==> config.mk <==
export PLATFORM = sky130hd
export DESIGN_NAME = lidar_scan_deframer_cartesian_top_flat
export DESIGN_NICKNAME = d
export VERILOG_FILES = /design/src/rtl/lsdc_pkg.sv /design/src/rtl/lsdc_req_if.sv /design/src/rtl/lsdc_rsp_if.sv /design/src/rtl/lsdc_deframer.sv /design/src/rtl/lsdc_xy.sv /design/src/rtl/lidar_scan_deframer_cartesian_top.sv /design/src/flat_wrapper.sv
export SDC_FILE = /design/constraint.sdc
export NUM_CORES = 2
export LEC_CHECK = 0
export ABC_AREA = 1
export ABC_CLOCK_PERIOD_IN_PS = 7000
export BUFFER_PORTS_ARGS = -buffer_cell sky130_fd_sc_hd__buf_2
export CORE_MARGIN = 10
export CORE_UTILIZATION = 40
export CTS_CLUSTER_SIZE = 28
export DETAILED_ROUTE_END_ITERATION = 8
export PLACE_DENSITY_LB_ADDON = 0.05
export RECOVER_POWER = 100
export REMOVE_ABC_BUFFERS = 1
export SLEW_MARGIN = 5
export SYNTH_ARGS = -nofsm -noshare
export SYNTH_HDL_FRONTEND = slang
export SYNTH_SLANG_ARGS = --single-unit
export TNS_END_PERCENT = 1
==> constraint.sdc <==
create_clock -name clock -period 7 [get_ports clock]
set_clock_uncertainty 0.1 [all_clocks]
set_input_delay 2.1 -clock clock [delete_from_list [all_inputs] [get_ports clock]]
set_output_delay 2.1 -clock clock [all_outputs]
set_load 0.05 [all_outputs]
==> src/rtl/lsdc_pkg.sv <==
// ----------------------------------------------------------------------------
// lsdc_pkg: shared types and constants for the lidar scan deframer
// Frame layout constants, sync codes, the quarter-wave offset table and the
// point record that travels between the deframer and the coordinate stages.
// ----------------------------------------------------------------------------
package lsdc_pkg;

   localparam int PACKETS_PER_FRAME = 60;
   localparam int COS_FRAC_BITS     = 16;

   localparam int PKT_W = (PACKETS_PER_FRAME > 1) ? $clog2(PACKETS_PER_FRAME) : 1;
   localparam int QW    = COS_FRAC_BITS + 1;

   localparam logic [7:0] SYNC_BYTE0 = 8'hFA;
   localparam logic [7:0] SYNC_BYTE1 = 8'hA0;

   // packet byte offsets
   localparam logic [5:0] OFF_HDR0     = 6'd0;
   localparam logic [5:0] OFF_HDR1     = 6'd1;
   localparam logic [5:0] OFF_SPEED_LO = 6'd2;
   localparam logic [5:0] OFF_SPEED_HI = 6'd3;
   localparam logic [5:0] OFF_RD_FIRST = 6'd4;
   localparam logic [5:0] OFF_RD_END   = 6'd40;
   localparam logic [5:0] OFF_LAST     = 6'd41;
   localparam logic [5:0] OFF_AFTER_SYNC = 6'd2;

   // byte phase inside a six-byte reading
   localparam logic [2:0] PH_INT_LO   = 3'd0;
   localparam logic [2:0] PH_INT_HI   = 3'd1;
   localparam logic [2:0] PH_RANGE_LO = 3'd2;
   localparam logic [2:0] PH_RANGE_HI = 3'd3;
   localparam logic [2:0] PH_LAST     = 3'd5;
   localparam logic [2:0] RD_LAST     = 3'd5;

   localparam logic [8:0] ANGLE_STEP = 9'd6;

   // floor(v / 10) for 16-bit v as (v * RPM_RECIP) >> RPM_SHIFT
   localparam logic [15:0] RPM_RECIP = 16'd52429;
   localparam int          RPM_SHIFT = 19;

   localparam int CSR_IDX_W = 2;
   localparam logic [CSR_IDX_W-1:0] CSR_CENTER_X = 2'd0;
   localparam logic [CSR_IDX_W-1:0] CSR_CENTER_Y = 2'd1;
   localparam logic [14:0] CENTER_RESET = 15'd5000;

   typedef enum logic [1:0] {
      SYNC_HUNT,
      SYNC_GOT_FA,
      SYNC_FRAME
   } sync_type;

   typedef struct packed {
      logic        frame_done;
      logic [8:0]  angle;
      logic [15:0] range_mm;
      logic [15:0] intensity;
      logic [12:0] rpm;
      logic [6:0]  dx_idx;
      logic [6:0]  dy_idx;
      logic        x_neg;
      logic        y_neg;
   } lsdc_pt_type;

   typedef logic [90:0][QW-1:0] qtab_type;

   // sin(d degrees) scaled by 1e10
   function automatic longint unsigned sin_e10(input int d);
      longint unsigned v;
      unique case (d)
         0: v = 64'd0;            1: v = 64'd174524064;    2: v = 64'd348994967;
         3: v = 64'd523359562;    4: v = 64'd697564737;    5: v = 64'd871557427;
         6: v = 64'd1045284633;   7: v = 64'd1218693434;   8: v = 64'd1391731010;
         9: v = 64'd1564344650;  10: v = 64'd1736481777;  11: v = 64'd1908089954;
        12: v = 64'd2079116908;  13: v = 64'd2249510543;  14: v = 64'd2419218956;
        15: v = 64'd2588190451;  16: v = 64'd2756373558;  17: v = 64'd2923717047;
        18: v = 64'd3090169944;  19: v = 64'd3255681545;  20: v = 64'd3420201433;
        21: v = 64'd3583679495;  22: v = 64'd3746065934;  23: v = 64'd3907311285;
        24: v = 64'd4067366431;  25: v = 64'd4226182617;  26: v = 64'd4383711468;
        27: v = 64'd4539904997;  28: v = 64'd4694715628;  29: v = 64'd4848096202;
        30: v = 64'd5000000000;  31: v = 64'd5150380749;  32: v = 64'd5299192642;
        33: v = 64'd5446390350;  34: v = 64'd5591929035;  35: v = 64'd5735764364;
        36: v = 64'd5877852523;  37: v = 64'd6018150232;  38: v = 64'd6156614753;
        39: v = 64'd6293203910;  40: v = 64'd6427876097;  41: v = 64'd6560590290;
        42: v = 64'd6691306064;  43: v = 64'd6819983601;  44: v = 64'd6946583705;
        45: v = 64'd7071067812;  46: v = 64'd7193398003;  47: v = 64'd7313537016;
        48: v = 64'd7431448255;  49: v = 64'd7547095802;  50: v = 64'd7660444431;
        51: v = 64'd7771459615;  52: v = 64'd7880107536;  53: v = 64'd7986355100;
        54: v = 64'd8090169944;  55: v = 64'd8191520443;  56: v = 64'd8290375726;
        57: v = 64'd8386705679;  58: v = 64'd8480480962;  59: v = 64'd8571673007;
        60: v = 64'd8660254038;  61: v = 64'd8746197071;  62: v = 64'd8829475929;
        63: v = 64'd8910065242;  64: v = 64'd8987940463;  65: v = 64'd9063077870;
        66: v = 64'd9135454576;  67: v = 64'd9205048535;  68: v = 64'd9271838546;
        69: v = 64'd9335804265;  70: v = 64'd9396926208;  71: v = 64'd9455185756;
        72: v = 64'd9510565163;  73: v = 64'd9563047560;  74: v = 64'd9612616959;
        75: v = 64'd9659258263;  76: v = 64'd9702957263;  77: v = 64'd9743700648;
        78: v = 64'd9781476007;  79: v = 64'd9816271834;  80: v = 64'd9848077530;
        81: v = 64'd9876883406;  82: v = 64'd9902680687;  83: v = 64'd9925461516;
        84: v = 64'd9945218954;  85: v = 64'd9961946981;  86: v = 64'd9975640503;
        87: v = 64'd9986295348;  88: v = 64'd9993908270;  89: v = 64'd9998476952;
        default: v = 64'd10000000000;
      endcase
      return v;
   endfunction

   // quarter-wave table in Q1.COS_FRAC_BITS, truncated
   function automatic qtab_type build_qtab();
      qtab_type        t;
      longint unsigned v;
      for (int d = 0; d <= 90; d++) begin
         v = (sin_e10(d) << COS_FRAC_BITS) / 64'd10000000000;
         t[d] = QW'(v);
      end
      return t;
   endfunction

   localparam qtab_type QTAB = build_qtab();

endpackage

==> src/rtl/lsdc_req_if.sv <==
// ----------------------------------------------------------------------------
// lsdc_req_if: byte channel into the deframer
// One received serial byte per beat, valid/ready handshake.
// ----------------------------------------------------------------------------
interface lsdc_req_if;
   logic       valid;
   logic       ready;
   logic [7:0] rx_byte;

   modport source (output valid, output rx_byte, input ready);
   modport sink   (input valid, input rx_byte, output ready);
endinterface

==> src/rtl/lsdc_rsp_if.sv <==
// ----------------------------------------------------------------------------
// lsdc_rsp_if: point channel out of the deframer
// One point or frame-end marker per beat, valid/ready handshake.
// ----------------------------------------------------------------------------
interface lsdc_rsp_if;
   logic        valid;
   logic        ready;
   logic        point_valid;
   logic        frame_done;
   logic [8:0]  angle_index;
   logic [15:0] range_mm;
   logic [15:0] intensity;
   logic [16:0] x_pos;
   logic [16:0] y_pos;
   logic [12:0] rpm;

   modport source (output valid, output point_valid, output frame_done,
                   output angle_index, output range_mm, output intensity,
                   output x_pos, output y_pos, output rpm, input ready);
   modport sink   (input valid, input point_valid, input frame_done,
                   input angle_index, input range_mm, input intensity,
                   input x_pos, input y_pos, input rpm, output ready);
endinterface

==> src/rtl/lsdc_deframer.sv <==
// ----------------------------------------------------------------------------
// lsdc_deframer: sync hunt and frame parsing
// Tracks sync, packet and reading position byte by byte, and registers one
// point record per completed reading of a good packet and per frame end.
// ----------------------------------------------------------------------------
module lsdc_deframer import lsdc_pkg::*; (
   input  logic        clock,
   input  logic        reset,
   input  logic        in_valid,
   input  logic [7:0]  in_byte,
   output logic        in_ready,
   output logic        pt_valid,
   output lsdc_pt_type pt,
   input  logic        pt_ready
);

   sync_type          sync_ff, sync_in;
   logic [5:0]        off_ff, off_in;
   logic [PKT_W-1:0]  pkt_ff, pkt_in;
   logic [8:0]        base_ff, base_in;
   logic [2:0]        ph_ff, ph_in;
   logic [2:0]        rd_ff, rd_in;
   logic              good_ff, good_in;
   logic [7:0]        speed_low_ff, speed_low_in;
   logic [12:0]       rpm_ff, rpm_in;
   logic [23:0]       rb_ff, rb_in;
   logic              pt_valid_ff, pt_valid_in;
   lsdc_pt_type       pt_ff, pt_in;

   logic        accept;
   logic        in_frame;
   logic        last_byte;
   logic        in_reading;
   logic        emit_rd;
   logic        emit_end;
   logic [31:0] rpm_prod;
   logic [8:0]  angle;

   assign in_ready   = !pt_valid_ff || pt_ready;
   assign accept     = in_valid && in_ready;
   assign in_frame   = (sync_ff == SYNC_FRAME);
   assign last_byte  = (pkt_ff == PKT_W'(PACKETS_PER_FRAME - 1)) && (off_ff == OFF_LAST);
   assign in_reading = (off_ff >= OFF_RD_FIRST) && (off_ff < OFF_RD_END);
   assign rpm_prod   = {in_byte, speed_low_ff} * RPM_RECIP;
   assign angle      = base_ff + 9'(rd_ff);

   // next state
   always_comb begin
      sync_in      = sync_ff;
      off_in       = off_ff;
      pkt_in       = pkt_ff;
      base_in      = base_ff;
      ph_in        = ph_ff;
      rd_in        = rd_ff;
      good_in      = good_ff;
      speed_low_in = speed_low_ff;
      rpm_in       = rpm_ff;
      rb_in        = rb_ff;
      if (accept) begin
         unique case (sync_ff)
            SYNC_HUNT: begin
               if (in_byte == SYNC_BYTE0) sync_in = SYNC_GOT_FA;
            end
            SYNC_GOT_FA: begin
               if (in_byte == SYNC_BYTE1) begin
                  sync_in = SYNC_FRAME;
                  off_in  = OFF_AFTER_SYNC;
                  pkt_in  = '0;
                  base_in = '0;
                  good_in = 1'b1;
               end else begin
                  sync_in = SYNC_HUNT;
               end
            end
            SYNC_FRAME: begin
               priority if (off_ff == OFF_HDR0) begin
                  good_in = (in_byte == SYNC_BYTE0);
               end else if (off_ff == OFF_HDR1) begin
                  good_in = good_ff && (in_byte == SYNC_BYTE1 + 8'(pkt_ff));
               end else if (off_ff == OFF_SPEED_LO) begin
                  speed_low_in = in_byte;
               end else if (off_ff == OFF_SPEED_HI) begin
                  if (good_ff) rpm_in = rpm_prod[RPM_SHIFT +: 13];
                  ph_in = '0;
                  rd_in = '0;
               end else if (in_reading) begin
                  unique case (ph_ff)
                     PH_INT_LO:   rb_in[7:0]   = in_byte;
                     PH_INT_HI:   rb_in[15:8]  = in_byte;
                     PH_RANGE_LO: rb_in[23:16] = in_byte;
                     default:     rb_in        = rb_ff;
                  endcase
                  if (ph_ff == PH_LAST) begin
                     ph_in = '0;
                     rd_in = (rd_ff == RD_LAST) ? '0 : rd_ff + 3'd1;
                  end else begin
                     ph_in = ph_ff + 3'd1;
                  end
               end else begin
                  rb_in = rb_ff;
               end
               // advance position
               if (last_byte) begin
                  sync_in = SYNC_HUNT;
                  off_in  = '0;
               end else if (off_ff == OFF_LAST) begin
                  off_in  = '0;
                  pkt_in  = pkt_ff + PKT_W'(1);
                  base_in = base_ff + ANGLE_STEP;
               end else begin
                  off_in = off_ff + 6'd1;
               end
            end
            default: sync_in = SYNC_HUNT;
         endcase
      end
   end

   // emitted record
   always_comb begin
      emit_rd  = accept && in_frame && in_reading && (ph_ff == PH_RANGE_HI) && good_ff;
      emit_end = accept && in_frame && last_byte;

      pt_in            = pt_ff;
      pt_in.frame_done = emit_end;
      pt_in.angle      = angle;
      pt_in.range_mm   = {in_byte, rb_ff[23:16]};
      pt_in.intensity  = rb_ff[15:0];
      pt_in.rpm        = rpm_ff;
      priority if (angle <= 9'd90) begin
         pt_in.dx_idx = 7'(angle);
         pt_in.dy_idx = 7'(9'd90 - angle);
         pt_in.x_neg  = 1'b0;
         pt_in.y_neg  = 1'b1;
      end else if (angle <= 9'd180) begin
         pt_in.dx_idx = 7'(9'd180 - angle);
         pt_in.dy_idx = 7'(angle - 9'd90);
         pt_in.x_neg  = 1'b0;
         pt_in.y_neg  = 1'b0;
      end else if (angle <= 9'd270) begin
         pt_in.dx_idx = 7'(angle - 9'd180);
         pt_in.dy_idx = 7'(9'd270 - angle);
         pt_in.x_neg  = 1'b1;
         pt_in.y_neg  = 1'b0;
      end else begin
         pt_in.dx_idx = 7'(9'd360 - angle);
         pt_in.dy_idx = 7'(angle - 9'd270);
         pt_in.x_neg  = 1'b1;
         pt_in.y_neg  = 1'b1;
      end

      if (emit_rd || emit_end) pt_valid_in = 1'b1;
      else if (pt_ready)       pt_valid_in = 1'b0;
      else                     pt_valid_in = pt_valid_ff;
   end

   always_ff @(posedge clock) begin
      if (reset) begin
         sync_ff      <= SYNC_HUNT;
         off_ff       <= '0;
         pkt_ff       <= '0;
         base_ff      <= '0;
         ph_ff        <= '0;
         rd_ff        <= '0;
         good_ff      <= 1'b0;
         speed_low_ff <= '0;
         rpm_ff       <= '0;
         rb_ff        <= '0;
         pt_valid_ff  <= 1'b0;
      end else begin
         sync_ff      <= sync_in;
         off_ff       <= off_in;
         pkt_ff       <= pkt_in;
         base_ff      <= base_in;
         ph_ff        <= ph_in;
         rd_ff        <= rd_in;
         good_ff      <= good_in;
         speed_low_ff <= speed_low_in;
         rpm_ff       <= rpm_in;
         rb_ff        <= rb_in;
         pt_valid_ff  <= pt_valid_in;
      end
   end

   always_ff @(posedge clock) begin
      if (emit_rd || emit_end) pt_ff <= pt_in;
   end

   assign pt_valid = pt_valid_ff;
   assign pt       = pt_ff;

endmodule

==> src/rtl/lsdc_xy.sv <==
// ----------------------------------------------------------------------------
// lsdc_xy: polar to map coordinate stages
// Stage one looks up the folded sine table and scales by range; stage two
// offsets from the centre, checks the point and holds the result beat.
// ----------------------------------------------------------------------------
module lsdc_xy import lsdc_pkg::*; (
   input  logic        clock,
   input  logic        reset,
   input  logic        pt_valid,
   input  lsdc_pt_type pt,
   output logic        pt_ready,
   input  logic [14:0] center_x,
   input  logic [14:0] center_y,
   lsdc_rsp_if.source  rsp
);

   logic               vb_ff, vb_in;
   lsdc_pt_type        pb_ff;
   logic [15:0]        dx_ff, dy_ff;
   logic               vc_ff, vc_in;
   logic               ready_b, ready_c;

   logic [QW+15:0]     prod_x, prod_y;
   logic signed [17:0] x_full, y_full;
   logic               ok;

   logic               pv_ff;
   logic               fd_ff;
   logic [8:0]         ang_ff;
   logic [15:0]        rng_ff, int_ff;
   logic [16:0]        x_ff, y_ff;
   logic [12:0]        rpm_ff;

   assign ready_c  = !vc_ff || rsp.ready;
   assign ready_b  = !vb_ff || ready_c;
   assign pt_ready = ready_b;

   assign prod_x = pt.range_mm * QTAB[pt.dx_idx];
   assign prod_y = pt.range_mm * QTAB[pt.dy_idx];

   always_comb begin
      vb_in = ready_b ? pt_valid : vb_ff;
      vc_in = ready_c ? vb_ff : vc_ff;
   end

   always_comb begin
      x_full = pb_ff.x_neg ? ($signed({3'b000, center_x}) - $signed({2'b00, dx_ff}))
                           : ($signed({3'b000, center_x}) + $signed({2'b00, dx_ff}));
      y_full = pb_ff.y_neg ? ($signed({3'b000, center_y}) - $signed({2'b00, dy_ff}))
                           : ($signed({3'b000, center_y}) + $signed({2'b00, dy_ff}));
      ok = !pb_ff.frame_done && !(x_full == 18'sd0 && y_full == 18'sd0)
           && !x_full[17] && !y_full[17];
   end

   always_ff @(posedge clock) begin
      if (reset) begin
         vb_ff <= 1'b0;
         vc_ff <= 1'b0;
      end else begin
         vb_ff <= vb_in;
         vc_ff <= vc_in;
      end
   end

   always_ff @(posedge clock) begin
      if (ready_b && pt_valid) begin
         pb_ff <= pt;
         dx_ff <= prod_x[COS_FRAC_BITS +: 16];
         dy_ff <= prod_y[COS_FRAC_BITS +: 16];
      end
      if (ready_c && vb_ff) begin
         pv_ff  <= ok;
         fd_ff  <= pb_ff.frame_done;
         ang_ff <= pb_ff.frame_done ? '0 : pb_ff.angle;
         rng_ff <= pb_ff.frame_done ? '0 : pb_ff.range_mm;
         int_ff <= pb_ff.frame_done ? '0 : pb_ff.intensity;
         x_ff   <= ok ? x_full[16:0] : '0;
         y_ff   <= ok ? y_full[16:0] : '0;
         rpm_ff <= pb_ff.rpm;
      end
   end

   assign rsp.valid       = vc_ff;
   assign rsp.point_valid = pv_ff;
   assign rsp.frame_done  = fd_ff;
   assign rsp.angle_index = ang_ff;
   assign rsp.range_mm    = rng_ff;
   assign rsp.intensity   = int_ff;
   assign rsp.x_pos       = x_ff;
   assign rsp.y_pos       = y_ff;
   assign rsp.rpm         = rpm_ff;

endmodule

==> src/rtl/lidar_scan_deframer_cartesian_top.sv <==
// ----------------------------------------------------------------------------
// lidar_scan_deframer_cartesian_top: lidar frame deframer with map output
// Accepts one byte per cycle unless the point path stalls it. A result for
// the byte that completes a reading or the frame passes the three-register
// point path (parse, scale, offset); one result beat per cycle at most.
// Synchronous active-high reset returns to sync hunt, centre to 5000/5000.
// ----------------------------------------------------------------------------
module lidar_scan_deframer_cartesian_top import lsdc_pkg::*; (
   input  logic                 clock,
   input  logic                 reset,
   lsdc_req_if.sink             req_bus,
   lsdc_rsp_if.source           rsp_bus,
   input  logic                 csr_we,
   input  logic [CSR_IDX_W-1:0] csr_index,
   input  logic [14:0]          csr_wdata
);

   logic [14:0] center_x_ff, center_x_in;
   logic [14:0] center_y_ff, center_y_in;

   logic        pt_valid;
   logic        pt_ready;
   lsdc_pt_type pt;

   // register writes; other indexes drop
   always_comb begin
      center_x_in = center_x_ff;
      center_y_in = center_y_ff;
      if (csr_we) begin
         if (csr_index == CSR_CENTER_X) center_x_in = csr_wdata;
         if (csr_index == CSR_CENTER_Y) center_y_in = csr_wdata;
      end
   end

   always_ff @(posedge clock) begin
      if (reset) begin
         center_x_ff <= CENTER_RESET;
         center_y_ff <= CENTER_RESET;
      end else begin
         center_x_ff <= center_x_in;
         center_y_ff <= center_y_in;
      end
   end

   lsdc_deframer u_deframer (
      .clock    (clock),
      .reset    (reset),
      .in_valid (req_bus.valid),
      .in_byte  (req_bus.rx_byte),
      .in_ready (req_bus.ready),
      .pt_valid (pt_valid),
      .pt       (pt),
      .pt_ready (pt_ready)
   );

   lsdc_xy u_xy (
      .clock    (clock),
      .reset    (reset),
      .pt_valid (pt_valid),
      .pt       (pt),
      .pt_ready (pt_ready),
      .center_x (center_x_ff),
      .center_y (center_y_ff),
      .rsp      (rsp_bus)
   );

endmodule

==> src/flat_wrapper.sv <==
// flat-port wrapper written by rule: the top's interface ports become plain ports
module lidar_scan_deframer_cartesian_top_flat import lsdc_pkg::*;
  (clock, reset, csr_we, csr_index, csr_wdata, req_bus_valid, req_bus_rx_byte, req_bus_ready, rsp_bus_valid, rsp_bus_point_valid, rsp_bus_frame_done, rsp_bus_angle_index, rsp_bus_range_mm, rsp_bus_intensity, rsp_bus_x_pos, rsp_bus_y_pos, rsp_bus_rpm, rsp_bus_ready);
  lsdc_req_if req_bus_i ();
  lsdc_rsp_if rsp_bus_i ();
  input  logic clock;
  input  logic reset;
  input  logic csr_we;
  input  logic [CSR_IDX_W-1:0] csr_index;
  input  logic [14:0] csr_wdata;
  input wire logic [$bits(req_bus_i.valid)-1:0] req_bus_valid;
  input wire logic [$bits(req_bus_i.rx_byte)-1:0] req_bus_rx_byte;
  output wire logic [$bits(req_bus_i.ready)-1:0] req_bus_ready;
  output wire logic [$bits(rsp_bus_i.valid)-1:0] rsp_bus_valid;
  output wire logic [$bits(rsp_bus_i.point_valid)-1:0] rsp_bus_point_valid;
  output wire logic [$bits(rsp_bus_i.frame_done)-1:0] rsp_bus_frame_done;
  output wire logic [$bits(rsp_bus_i.angle_index)-1:0] rsp_bus_angle_index;
  output wire logic [$bits(rsp_bus_i.range_mm)-1:0] rsp_bus_range_mm;
  output wire logic [$bits(rsp_bus_i.intensity)-1:0] rsp_bus_intensity;
  output wire logic [$bits(rsp_bus_i.x_pos)-1:0] rsp_bus_x_pos;
  output wire logic [$bits(rsp_bus_i.y_pos)-1:0] rsp_bus_y_pos;
  output wire logic [$bits(rsp_bus_i.rpm)-1:0] rsp_bus_rpm;
  input wire logic [$bits(rsp_bus_i.ready)-1:0] rsp_bus_ready;
  assign req_bus_i.valid = req_bus_valid;
  assign req_bus_i.rx_byte = req_bus_rx_byte;
  assign req_bus_ready = req_bus_i.ready;
  assign rsp_bus_valid = rsp_bus_i.valid;
  assign rsp_bus_point_valid = rsp_bus_i.point_valid;
  assign rsp_bus_frame_done = rsp_bus_i.frame_done;
  assign rsp_bus_angle_index = rsp_bus_i.angle_index;
  assign rsp_bus_range_mm = rsp_bus_i.range_mm;
  assign rsp_bus_intensity = rsp_bus_i.intensity;
  assign rsp_bus_x_pos = rsp_bus_i.x_pos;
  assign rsp_bus_y_pos = rsp_bus_i.y_pos;
  assign rsp_bus_rpm = rsp_bus_i.rpm;
  assign rsp_bus_i.ready = rsp_bus_ready;
  lidar_scan_deframer_cartesian_top u_core (.clock(clock), .reset(reset), .req_bus(req_bus_i), .rsp_bus(rsp_bus_i), .csr_we(csr_we), .csr_index(csr_index), .csr_wdata(csr_wdata));
endmodule
### Word level (Yosys, flattened, before mapping)

Memory sizes are Yosys's and may differ from the RTL's. A register that Yosys moved wholly into a read port is not among the register bits.
Index checks and enable logic that the tools add are counted.
W data, S select, Z words.

| word-level totals | value |
|---|---|
| register bits | 358 |
| bits in read-only memories | 4,352 |
| input port bits | 30 |
| output and inout port bits | 92 |
| logic and storage cells | 187 |
| memories kept | 2 |

| cells by class | value |
|---|---|
| add/sub/neg operators | 18 |
| $mul | 3 |
| magnitude comparators | 7 |
| equality and inequality tests | 22 |
| multiplexer cells | 38 |
| bitwise logic cells | 4 |
| reductions and logical operators | 50 |

Memories:

| memory | depth | bits a word | read ports | clocked after memory_dff | wr ports | line | source |
|---|---|---|---|---|---|---|---|
| (name not given) | 128 | 17 | 1 | 1 | 0 | lsdc_xy.sv:39 | `assign prod_y = pt.range_mm * QTAB[pt.dy_idx];` |
| (name not given) | 128 | 17 | 1 | 1 | 0 | lsdc_xy.sv:38 | `assign prod_x = pt.range_mm * QTAB[pt.dx_idx];` |

Operators with widths:

| kind | count |
|---|---|
| $mul A16 B17 Y32 | 2 |
| $mux W16 | 3 |
| $logic_not A18 Y1 | 2 |
| $mux W18 | 2 |
| $mux W6 | 6 |
| $add A15 B16 Y17 | 2 |
| $mux W17 | 2 |
| $sub A15 B16 Y17 | 2 |
| $mul A16 B16 Y32 const B | 1 |
| $mux W9 | 3 |
| $pmux W6 S2 | 2 |
| $reduce_and A8 Y1 | 3 |
| $mux W3 | 7 |
| $pmux W9 S2 | 1 |
| $eq A8 B8 Y1 const B | 2 |
| $lt A7 B8 Y1 const B | 2 |
| $logic_and A1 B1 Y1 | 15 |
| $mux W7 | 2 |
| $reduce_and A7 Y1 | 2 |
| $sub A7 B7 Y7 const A | 2 |
| $add A6 B1 Y6 const B | 2 |
| $eq A6 B2 Y1 const B | 2 |
| $eq A6 B6 Y1 const B | 2 |
| $reduce_and A5 Y1 | 2 |
| 40 further kinds | 71 |

### Depth between registers and ports, before layout

| logic depth | value |
|---|---|
| word-level depth | 11 |
| mapped depth | 28 |
| mapped depth without buffers | 27 |

### Hierarchy

Synthesis repeated with hierarchy kept, for this count alone.

| unflattened totals | value |
|---|---|
| cells, all modules | 5,720 |
| area total of the unflattened synthesis | 44,207.4 sq um |

By module, submodules not included:

| module | instances | cells an instance | area each (sq um) | sequential area each (sq um) |
|---|---|---|---|---|
| lsdc_xy | 1 | 4,091 | 30,919.7 | 5,415.2 |
| lsdc_deframer | 1 | 1,452 | 12,042.8 | 3,573.4 |
| lidar_scan_deframer_cartesian_top | 1 | 177 | 1,244.9 | 600.6 |

### Least setup slack after synthesis

OpenSTA, ideal clock, no wires.

| timing path | value |
|---|---|
| path type | input to register |
| start | input rsp_bus_ready |
| end | register u_core.u_xy.ang_ff[0], in the netlist u_core.u_xy.rsp.angle_index[0] (enable) |
| library setup time | 0.568 ns |
| data arrival time | 6.466 ns |
| required time | 6.332 ns |
| setup slack | -0.134 ns |
| stages on the path | 2 |
| buffers on the path | 0 |
| cells stage by stage | inv_1 -> a21oi_1 |

| between the ends | value |
|---|---|
| cells in the longest elaborated chain, start to end | 2 |

RTL lines:

| item | line | source |
|---|---|---|
| from (decl) | flat_wrapper.sv:23 | `input wire logic [$bits(rsp_bus_i.ready)-1:0] rsp_bus_ready;` |
| $logic_or A1 B1 Y1 | lsdc_xy.sv:34 | `assign ready_c = !vc_ff \|\| rsp.ready;` |
| $logic_and A1 B1 Y1 | lsdc_xy.sv:71 | `if (ready_c && vb_ff) begin` |
| to (signal assigned) | lsdc_xy.sv:74 | `ang_ff <= pb_ff.frame_done ? '0 : pb_ff.angle;` |
| to (decl) | lsdc_xy.sv:29 | `logic [8:0] ang_ff;` |

No other way between the ends.
A chain may end at the register's enable or synchronous reset.

### Final worst setup path

| timing path | value |
|---|---|
| start | input req_bus_rx_byte[1] |
| end | register u_core.u_deframer.rpm_ff[10] |

| between the ends | value |
|---|---|
| cells in the longest elaborated chain, start to end | 1 |

RTL lines:

| item | line | source |
|---|---|---|
| from (decl) | flat_wrapper.sv:12 | `input wire logic [$bits(req_bus_i.rx_byte)-1:0] req_bus_rx_byte;` |
| $mul A16 B16 Y32 | lsdc_deframer.sv:44 | `assign rpm_prod = {in_byte, speed_low_ff} * RPM_RECIP;` |
| to (signal assigned) | lsdc_deframer.sv:179 | `rpm_ff <= rpm_in;` |
| to (decl) | lsdc_deframer.sv:25 | `logic [12:0] rpm_ff, rpm_in;` |

No other way between the ends.

==> impl_metrics.toml <==
[pwr]
power_density_mw_per_mm2 = 133.0
p_total_mw = 6.355
ir_worst_vdd_mv = 0.1731
leakagePower_nw = 25.06

[cells_and_area]
fillers = 11175
multi_input_area_mm2 = 0.02794
drive_gt1_share_pct = 6.192
nets = 6487
stdcell_area_mm2 = 0.04777
antenna_cells = 0
syn2layout_area_growth_pct = 9.126
seqCellArea_mm2 = 0.01027

[clocking]
cts_setup_buffers = 0
ctsHoldBuffers = 0
clockBufferDepth = 3
clock_latency_ns = 0.63
numCtsBuffers = 49
clock-sinks = 389
path_clk_slew_ns = 0.06
h-tree-depth = 2
cts-root-buf = "clkbuf_16"
cts_tree = "built"

[synthesis]
avgSynthCellArea_um2 = 8.097
seq_area_frac_synth_pct = 23.46
yosys.area.top_type = "fa_1"
postSynthCellCount = 5407
yosysUniqueCellTypes = 64
ys_ff_latch = 389
synth_top_area_share_pct = 22.73
netlist_area_mm2 = 0.04378
yosys_warnings = 0
synth-edff-count = 248
synth.area.top_cells = "fa_1 (23%), edfxtp_1 (17%), ha_1 (13%)"
synth.most_common_cell = "nand2_1"
synth_commonest_cells = "nand2_1 (1281), inv_1 (1159), fa_1 (497)"
async_reset_ff_share_pct = 0
synth_ff_type = "edfxtp_1"

[sta]
setup_slack_ns = 0.3368
hold_violations = 0
slew_violations = 242
relSlewSlack_pct = -101.3
rsz0062_at_grt = "false"
fmax_ghz = 0.1501
finalCriticalPeriod_ns = 6.663
setup_tns_ns = 0
finalSetupViolCount = 0
worst_pin_slew_ns = 3.003
post-route-period-util_pct = 95.19

[place]
dp_slack_ns = -0.4260
hpwl_um = 99150
io_buffer_count = 121
postPlaceCellArea_mm2 = 0.04646
gp_congestion = 0.9220

[floorplanning]
coreArea_mm2 = 0.1087
start_util_pct = 40.27
die_x_um = 350.8
dieArea_mm2 = 0.1231
die_h_um = 350.8
ioPinCount = 122
fp-row-count = 121

[min_path]
min_to = "u_core.u_xy.pb_ff[41]"
hold_class = "reg2reg"
hold_depth = 0
min_from = "u_core.u_deframer.pt[41]"

[worst_setup_path]
crit_arrival_ns = 7.07
ff2ff_setup_slack_ns = 0.36
endpoint_kind = "flip-flop"
worstSetupPathType = "in2reg"
critPathMaxFanout = 4
r2r-end = "u_core.u_xy.dx_ff[14]"
crit-reg2reg-launch = "u_core.u_deframer.pt[56]"
reg2reg_depth = 20
worstPathRequired_ns = 7.41
critical_path.startpoint = "req_bus_rx_byte[1]"
start_kind = "input pin"

[global_route]
antenna_found_initial = 3
grt_usage_pct = 20.85
grt_max_degree = 91
gr-total-overflow = 0
grt_pass1_vias = 35058
grt_pass1_wl_um = 202200

[job]
cap_violations = 5

[status]
violations = "capacitance limit, slew limit"
outcome = "complete, but fails checks"

[drt]
vias = 34471
drc = 0
first_iter_violations = 2398
wl_um = 128200
firstDrtPassIters = 6
avgViaCountPerCell = 4.946
ant_nets = 0
wl_per_cell_um = 18.39
[registers in the layout (all words and copies together), names as in the netlist, 6 cells and up, named ones only]
| register | flops |
|---|---|
| u_core.u_xy.pb_ff | 57 |
| u_core.u_xy.rsp.range_mm | 16 |
| u_core.u_xy.rsp.x_pos | 17 |
| u_core.center_y_ff | 15 |
| u_core.u_xy.dy_ff | 16 |
| u_core.u_xy.rsp.angle_index | 9 |
| u_core.u_deframer.rb_ff | 24 |
| u_core.u_xy.rsp.intensity | 16 |
| u_core.u_deframer.pkt_ff | 6 |
| u_core.u_deframer.rpm_ff | 13 |
| u_core.u_xy.rsp.y_pos | 17 |
| u_core.center_x_ff | 15 |
| u_core.u_deframer.pt | 69 |
| u_core.u_deframer.off_ff | 6 |
| u_core.u_xy.rsp.rpm | 13 |
| u_core.u_deframer.speed_low_ff | 8 |
| u_core.u_deframer.base_ff | 8 |
| u_core.u_xy.dx_ff | 16 |
[metal layers]
| layer | vias to the layer above | GRT usage, % | wire length [um] |
|---|---|---|---|
| li1 | 16870 | - | - |
| met1 | 16802 | 29.35 | 61260 |
| met2 | 674 | 34.52 | 59350 |
| met3 | 125 | 2.233 | 5287 |
| met4 | 0 | 4.307 | 2317 |
| met5 | - | 0 | 0 |
[timing repair]
action                                  CTS  global route
gates resized for setup                   0             1
endpoints found under the hold margin     0             0
endpoints found under the setup margin    0             2
[metrics by stage]
stage / util (%) / cells / hold slack, ns
finish: 43.95 / 6970 / 0.3088
global route: 43.95 / 6970 / 0.3207
CTS: 44.24 / 6970 / 0.3120
detailed placement: 42.74 / 6880 / 0.3057
global placement: 42.74 / 6880 / 0.3003
floorplan: - / 5181 / 0.3003
[layout make-up]
type | count | area share [%]
clock buffers | 68 | 2.844
inverters | 1176 | 9.253
clock inverters | 22 | 0.5736
multi-input cells | 3616 | 58.48
well taps | 1414 | 3.703
repair buffers | 285 | 3.646
flip-flops and latches | 389 | 21.50
[cell usage in the layout, fill, tap and decap left out, types with 8 or more instances in the layout]
master     netlist  final
nor4_1          11     10
edfxtp_1       248    248
dfxtp_1        141    141
inv_1         1159   1162
clkbuf_16        0     50
nand2_2         35     28
xnor2_1         27     27
buf_4           20    122
clkbuf_1       167    132
or2_2           13     13
clkinv_1         5      8
buf_12           0     10
buf_2           16     28
a21o_1          12     12
a21oi_1        235    237
nor2_2          12     10
o21ai_1         29     27
nor2_1         279    282
a211oi_1        12     12
o21a_1           9      9
o211ai_1        25     25
xor2_1          73     74
fa_1           497    497
nand4_1         39     39
o31ai_1          8      8
o21ai_0        190    191
nand2_1       1281   1290
nand2_4         12     10
nand3_2         14     13
nor3_1          29     29
nand3_1        269    270
ha_1           443    443
[worst max-delay path by stage]
stage | depth (start not counted) | slack [ns] | end
floorplan | 2 | -0.13 | u_core.u_xy.rsp.angle_index[0]
global placement | 21 | -0.44 | u_core.u_deframer.rpm_ff[10]
detailed placement | 21 | -0.43 | u_core.u_deframer.rpm_ff[10]
CTS | 21 | 0.23 | u_core.u_deframer.rpm_ff[10]
global route | 20 | 0.01 | u_core.u_xy.dx_ff[14]
finish | 21 | 0.34 | u_core.u_deframer.rpm_ff[10]
[where the power goes]
part	total, mW	switching (mW)	internal [mW]
Sequential	2.44	0.0120	2.43
Combinational	1.29	0.732	0.558
Clock	2.63	1.10	1.52
Total	6.36	1.85	4.51
[cells by family after synthesis]
| kind of cell | synth area share [%] |
|---|---|
| simple gates | 19.39 |
| buf+inv | 12.60 |
| fa+ha+maj | 35.39 |
| compound gates | 7.131 |
| flops | 23.46 |
| xor+xnor | 2.038 |
[critical path, cell delays in order]
cell      delay [ns]
buf_2           0.12
inv_1           0.06
ha_1            0.32
fa_1            0.54
inv_1           0.05
fa_1            0.45
fa_1            0.54
fa_1            0.45
fa_1            0.49
inv_1           0.04
ha_1            0.28
nand2_1         0.09
nor4_1          0.39
nand4_1         0.14
nand3_1         0.17
a21oi_1         0.12
o21ai_1         0.25
a21boi_0        0.16
xnor2_1         0.14
o21ai_0         0.13
inv_1           0.05
Note: power is estimated with default switching activity, not from simulation.
